$ cat src/hdl/lhpf_pkg.sv
// lhpf_pkg: constants, log2 table and saturation helper for the log halo force core.
// No dependencies; used by every module of the core.
`timescale 1ns / 1ps
`default_nettype none
package lhpf_pkg;

  localparam int LOG_TABLE_BITS = 8;
  localparam int TBL_SIZE       = 1 << LOG_TABLE_BITS;
  localparam logic [31:0] LN2_Q32 = 32'd2977044472;

  localparam int DIV_STEPS = 32;             // quotient bits below the overflow limit
  localparam int LANE_LAT  = DIV_STEPS + 2;  // setup stage + steps + round/clamp
  localparam int LOG_LAT   = 4;
  localparam int FRONT_LAT = 3;
  localparam int PIPE_LAT  = FRONT_LAT + LANE_LAT;

  localparam int CFG_IDX_W = 1;
  localparam logic [CFG_IDX_W-1:0] REG_LOG_SCALE = 1'd0;
  localparam logic [CFG_IDX_W-1:0] REG_CORE_RSQ  = 1'd1;

  typedef logic [15:0] rom_word_t;
  typedef rom_word_t [TBL_SIZE-1:0] rom_t;

  // log2(1 + i/2^N) in Q0.16, by repeated squaring of a Q1.31 mantissa
  function automatic rom_t build_rom();
    rom_t rom;
    logic [63:0] m;
    logic [63:0] f;
    logic [63:0] fr;
    for (int i = 0; i < TBL_SIZE; i++) begin
      m = (64'd1 << 31) + (64'(i) << (31 - LOG_TABLE_BITS));
      f = '0;
      for (int k = 1; k <= 24; k++) begin
        m = (m * m) >> 31;
        if (m >= (64'd1 << 32)) begin
          m = m >> 1;
          f = f | (64'd1 << (24 - k));
        end
      end
      fr = (f + 64'd128) >> 8;
      rom[i] = fr[15:0];
    end
    return rom;
  endfunction

  localparam rom_t LOG_ROM = build_rom();

  // returns {sat, value}: sign/magnitude clamped to signed 32 bits
  function automatic logic [32:0] clamp_s32(input logic neg, input logic [63:0] mag);
    logic [31:0] v;
    logic s;
    s = 1'b0;
    if (neg) begin
      if (mag > 64'h8000_0000) begin
        v = 32'h8000_0000;
        s = 1'b1;
      end else begin
        v = 32'd0 - mag[31:0];
      end
    end else begin
      if (mag > 64'h7FFF_FFFF) begin
        v = 32'h7FFF_FFFF;
        s = 1'b1;
      end else begin
        v = mag[31:0];
      end
    end
    return {s, v};
  endfunction

endpackage
`default_nettype wire

$ cat src/hdl/lhpf_log.sv
// lhpf_log: potential path, leading-one search, table log2, ln2 and scale multiplies.
// Output is delayed to line up with the division lanes. Depends on lhpf_pkg.
`timescale 1ns / 1ps
`default_nettype none
module lhpf_log (
  input  wire logic        clk,
  input  wire logic        en,
  input  wire logic [63:0] rad,
  input  wire logic [31:0] log_scale,
  output logic [31:0]      pot,
  output logic             sat
);
  import lhpf_pkg::*;

  localparam int DLY = LANE_LAT - LOG_LAT;

  logic [5:0]                p_nxt, p_r;
  logic [LOG_TABLE_BITS-1:0] idx_nxt, idx_r;
  logic [63+LOG_TABLE_BITS:0] shf;
  logic [21:0] l2_nxt, l2_r;
  logic        lneg_r, lneg2_r;
  logic [53:0] lnprod;
  logic [21:0] ln_nxt, ln_r;
  logic [53:0] pprod;
  logic [63:0] pmag;
  logic [32:0] clamp;
  logic [31:0] pot_r [DLY+1];
  logic        sat_r [DLY+1];

  always_comb begin
    p_nxt = '0;
    for (int i = 0; i < 64; i++) begin
      if (rad[i]) p_nxt = 6'(i);
    end
    shf = {rad, {LOG_TABLE_BITS{1'b0}}} >> p_nxt;
    idx_nxt = shf[LOG_TABLE_BITS-1:0];
  end

  always_comb begin
    if (p_r[5]) begin
      l2_nxt = {1'b0, p_r[4:0], LOG_ROM[idx_r]};
    end else begin
      l2_nxt = {6'd32 - p_r, 16'd0} - {6'd0, LOG_ROM[idx_r]};
    end
    lnprod = 54'(l2_r) * 54'(LN2_Q32) + 54'h8000_0000;
    ln_nxt = lnprod[53:32];
    pprod  = 54'(ln_r) * 54'(log_scale) + 54'h8000;
    pmag   = {26'd0, pprod[53:16]};
    // sign travels alongside ln_r
    clamp  = clamp_s32(lneg2_r && (pmag != 64'd0), pmag);
  end

  always_ff @(posedge clk) begin
    if (en) begin
      p_r     <= p_nxt;
      idx_r   <= idx_nxt;
      l2_r    <= l2_nxt;
      lneg_r  <= ~p_r[5];
      ln_r    <= ln_nxt;
      lneg2_r <= lneg_r;
      pot_r[0] <= clamp[31:0];
      sat_r[0] <= clamp[32];
      for (int k = 1; k <= DLY; k++) begin
        pot_r[k] <= pot_r[k-1];
        sat_r[k] <= sat_r[k-1];
      end
    end
  end

  assign pot = pot_r[DLY];
  assign sat = sat_r[DLY];

endmodule
`default_nettype wire

$ cat config.mk
export PLATFORM = sky130hd
export DESIGN_NAME = lhpf_log
export DESIGN_NICKNAME = d
export VERILOG_FILES = /design/src/hdl/lhpf_pkg.sv /design/src/hdl/lhpf_log.sv
export SDC_FILE = /design/constraint.sdc
export NUM_CORES = 2
export LEC_CHECK = 0
export BUFFER_PORTS_ARGS = -buffer_cell sky130_fd_sc_hd__buf_2
export CORE_UTILIZATION = 35
export DETAILED_ROUTE_END_ITERATION = 7
export PLACE_DENSITY = 0.53
export SYNTH_ARGS = -nofsm -noshare
export SYNTH_HDL_FRONTEND = slang
export SYNTH_SLANG_ARGS = --single-unit
$ cat constraint.sdc
create_clock -name clk -period 29.4 [get_ports clk]
set_input_delay 8.82 -clock clk [delete_from_list [all_inputs] [get_ports clk]]
set_output_delay 8.82 -clock clk [all_outputs]
set_load 0.1 [all_outputs]
; ---- Yosys cells after proc, flatten, opt, wreduce, memory -nomap -nowiden
; Memories as Yosys holds them, arrays and structs flattened. A register that Yosys moved wholly into a read port is not among the register bits.
; Index checks and enable logic that the tools add are counted.
; W data, S select, Z words.
[word_totals]
mem_bits_ro = 4096
mem_count = 3
wordCells = 98
ram_bits = 1023
latch_bits = 0
out_inout_bits = 33
regBits = 60
[op_classes]
n_mul = 2
reduce_logical = 2
add_sub_neg = 5
mux = 74
bitwise = 1
div_mod_pow = 0
shift = 1
eq_ne = 0
magnitude_cmp = 3
[mem_list]
columns = memory, words, word_bits, read_ports, rd_ports_with_merged_regs, write_ports, line_no
row1 = (no name shown), 256, 16, 1, 1, 0, lhpf_log.sv:43  ; l2_nxt = {6'd32 - p_r, 16'd0} - {6'd0, LOG_ROM[idx_r]};
row2 = pot_r, 31, 32, 31, 0, 31, lhpf_log.sv:27  ; logic [31:0] pot_r [DLY+1];
row3 = sat_r, 31, 1, 31, 0, 31, lhpf_log.sv:28  ; logic sat_r [DLY+1];
[ops]
columns = cell, n
row1 = $mux W6, 62
row2 = $mux W32, 3
row3 = $shr A72 B6 Y8, 1
row4 = $add A54 B16 Y54 const B, 1
row5 = $add A54 B32 Y54 const B, 1
row6 = $mul A22 B32 Y54, 1
row7 = $mul A22 B29 Y51 const B, 1
row8 = $gt A38 B31 Y1 const B, 1
row9 = $gt A38 B32 Y1 const B, 1
row10 = $reduce_bool A38 Y1, 1
row11 = $sub A1 B32 Y32 const A, 1
row12 = $sub A22 B16 Y22, 1
row13 = $mux W21, 1
row14 = $mux W16, 1
row15 = $lt A8 B9 Y1 const B, 1
row16 = $mux W8, 1
row17 = $mux W1, 6
row18 = $sub A6 B6 Y6 const A, 1
row19 = $logic_and A1 B1 Y1, 1
row20 = $not A1 Y1, 1

; ---- Depth between registers and ports, before layout
[depth]
depth_word = 65
mapped_depth = 34
mapped_depth_nobuf = 31

; ---- Worst setup path after synthesis
; Ideal clock, no wire load.
[synth_path]
kind = in2reg
from = input log_scale[19]
to = memory sat_r[0][0], data pin
cell_stages = 31
n_path_buf = 5
arrival_time_ps = 16793
path_slack_ps = 12338
t_required_ps = 29131
setup_ps = 269
cell_sequence = clkbuf_1 nand2_1 fa_1 inv_1 fa_1 inv_1 fa_1 fa_1 fa_1 fa_1 inv_1 fa_1 ha_1 a21o_1 a21o_1 a21o_1 a21o_1 a21oi_1 a21oi_1 or4b_1 buf_2 and2_1 xnor2_1 and4b_1 clkbuf_1 nand3_1 or4_1 buf_2 a21boi_4 buf_2 o21ai_0
[synth_rtl]
columns = item, line_no
row1 = "start, declared", lhpf_log.sv:9  ; input wire logic [31:0] log_scale,
row2 = "end, declared", lhpf_log.sv:28

==> reports/metrics.yaml <==
critical_path:
  critical_path_required_ns: 29.91
  reg2reg_from: "l2_r[13]$_DFFE_PP_"
  crit_type: "primary input to flop"
  crit_fanout: 26
  critPathLaunch: "log_scale[19]"
  crit_end: "pot_r[0][25]$_DFFE_PP_"
  arrival_ns: 18.14
  reg2reg_slack_ns: 19.21
  ff2ff_path_depth: 27
  cp-end-kind: "flop"
  r2r-end: "ln_r[21]$_DFFE_PP_"
  cp-start-kind: "primary input"
finish:
  final_common_cell: "edfxtp_1"
  layout.nets: 7791
  final_cell_area_um2: 83160
  layoutNonFillerInstCount: 9359
  register_area_um2: 32840
  drive_above_1_share_pct: 7.119
  final_cell_mix: "1083 x edfxtp_1, 1000 x inv_1, 818 x fa_1"
  area_growth_pct: 8.779
  fill_cells: 20950
  multi_input_area_um2: 38200
synth:
  ys_seq_area_share_pct: 42.96
  synth_edf_count: 1083
  yosys_warnings: 0
  synth_area_leaders: "edfxtp_1 43%, fa_1 21%, ha_1 7.6%"
  syn_nets: 7833
  synthCells: 6455
  synth_top_area_share_pct: 42.54
  async_reset_ff_share_pct: 0
  synth.largest_area_cell: "edfxtp_1"
  synth.avg_cell_area_um2: 11.84
  netlist_area_um2: 76450
  ys_seq_elements: 1099
  post_synth_num_cell_types: 113
  synthFlopType: "edfxtp_1"
placement:
  placedCellCount: 9159
  gp_routability_congestion: 0.9273
  place_area_um2: 79690
  hpwl_um: 144100
  port_buffers: 130
cts:
  cts_hold_buffers: 0
  clock_path_buffers: 3
  cts_resized: 0
  cts_buffers: 106
  clk_pin_slew_ns: 0.06
  cts-root-buf: "clkbuf_16"
  ctsHtreeMaxLevel: 3
  clock_sinks: 1099
  cts_setup_buffers: 0
  clkLatencyLatePin_ns: 0.70
  cts_tree: "built"
routing:
  drtIter0Drc: 3864
  post_drt_wl_per_cell_um: 21.26
  viasPerCell: 5.213
  drc: 0
  firstDrtPassIters: 5
  drt-total-wl_um: 199000
  ant_nets: 0
  vias: 48790
global_routing:
  grt_overflow: 0
  grt_max_degree: 189
  antenna_found_initial: 3
  grt_pass1_wl_um: 307500
  grt_pass1_vias: 50580
  track_usage_pct: 18.00
outcome:
  status: "finished clean"
sta:
  clock_skew_ns: 0.05706
  rsz0062_at_grt: "no"
  hold_violations: 0
  fin_crit_ns: 17.63
  fmax_mhz: 56.73
  worst_slew_pin_slew_ns: 1.145
  hold_slack_ns: 0.3612
  finalCritPeriodShare_pct: 59.96
  finalSetupViolCount: 0
  setup_tns_ns: 0
  slew_viol_final: 0
  relSlewSlack_pct: 21.70
die:
  die_w_um: 469.4
  io_pins: 131
  row_count: 171
  start_util_pct: 35.20
  die_y_um: 469.4
  core_area_um2: 217200
  die_area_um2: 220300
min_path:
  min_path_type: "flop to flop"
run:
  drv_cap: 0
-- per-stage QoR --
stage          setup slack [ns]  util [%]
2_1_floorplan             12.34         -
3_3_place_gp              11.22     36.69
3_5_place_dp              11.07     36.69
4_1_cts                   11.81     38.29
5_1_grt                   11.11     38.30
6_report                  11.77     38.30
-- cell families (layout without fill, tap and decap cells) --
kind of cell / Yosys count / after routing / share of synthesized area, %
xor+xnor: 108 / 108 / 1.255
fa+ha+maj: 1280 / 1280 / 28.98
flops: 1099 / 1099 / 42.96
buf+inv: 1368 / 1417 / 7.188
other cells: 0 / 1 / 0
mux: 114 / 114 / 1.566
simple gates: 1562 / 1562 / 9.589
compound gates: 924 / 924 / 8.464
-- layout make-up --
cell class / count / area share (%)
Antenna cell: 1 / 0.003009
Clock buffer: 120 / 3.253
Clock inverter: 79 / 0.9268
Inverter: 1009 / 4.562
Multi-Input combinational cell: 3988 / 45.93
Sequential cell: 1099 / 39.49
Tap cell: 2854 / 4.294
Timing Repair Buffer: 209 / 1.538
-- critical path: stages --
cell and delay, ns:
buf_2 0.41, nand2_1 0.16, fa_1 0.56, inv_1 0.05, fa_1 0.54, inv_1 0.06
fa_1 0.48, fa_1 0.57, fa_1 0.44, fa_1 0.51, inv_1 0.06, fa_1 0.43
ha_1 0.38, a21o_1 0.21, a21o_1 0.17, a21o_1 0.18, a21o_1 0.18, a21oi_1 0.21
a21oi_1 0.17, or4b_1 0.74, and2_1 0.27, xnor2_1 0.36, and4b_1 0.38, nand3_1 0.14
or4_1 0.65, a21boi_4 0.61, o21ai_0 0.17, a21boi_0 0.23
-- sequential cells by signal (all words and copies together) (netlist names), named ones only --
signal,cells
p_r,6
pot_r,992
sat_r,31
lneg2_r,1
idx_r,8
lneg_r,1
l2_r,22
l2_nxt,1
ln_r,22
-- synthesized netlist by cell type, types with 29 or more instances --
library cell	number
a211oi_1	59
a21o_1	41
a21oi_1	212
a31oi_1	38
and2_1	176
and3_1	29
buf_2	67
buf_4	49
clkbuf_1	224
edfxtp_1	1083
fa_1	818
ha_1	462
inv_1	1000
mux2i_1	87
nand2_1	750
nand3_1	94
nor2_1	192
nor3_1	101
nor4_1	39
o211ai_1	51
o21ai_0	149
xnor2_1	54
xor2_1	53
-- metal layers --
layer	vias up	GRT usage [%]	wire [um]
li1	21860	-	-
met2	1704	28.65	91560
met4	4	5.389	5499
met5	-	0	21
met3	370	3.159	13200
met1	24840	25.03	88710
-- worst min-delay path by stage --
stage | startpoint | end | slack (ns) | depth (start not counted)
finish | pot_r[0][387]$_DFFE_PP_ | pot_r[0][419]$_DFFE_PP_ | 0.36 | 0
global route | pot_r[0][387]$_DFFE_PP_ | pot_r[0][419]$_DFFE_PP_ | 0.36 | 0
CTS | pot_r[0][387]$_DFFE_PP_ | pot_r[0][419]$_DFFE_PP_ | 0.35 | 0
detailed placement | pot_r[0][69]$_DFFE_PP_ | pot_r[0][101]$_DFFE_PP_ | 0.40 | 0
global placement | pot_r[0][372]$_DFFE_PP_ | pot_r[0][404]$_DFFE_PP_ | 0.40 | 0
floorplan | lneg_r$_DFFE_PP_ | lneg2_r$_DFFE_PP_ | 0.40 | 0
Power is not shown: default switching activity piles up to over one toggle a cycle in this logic, so the estimate is an artifact.
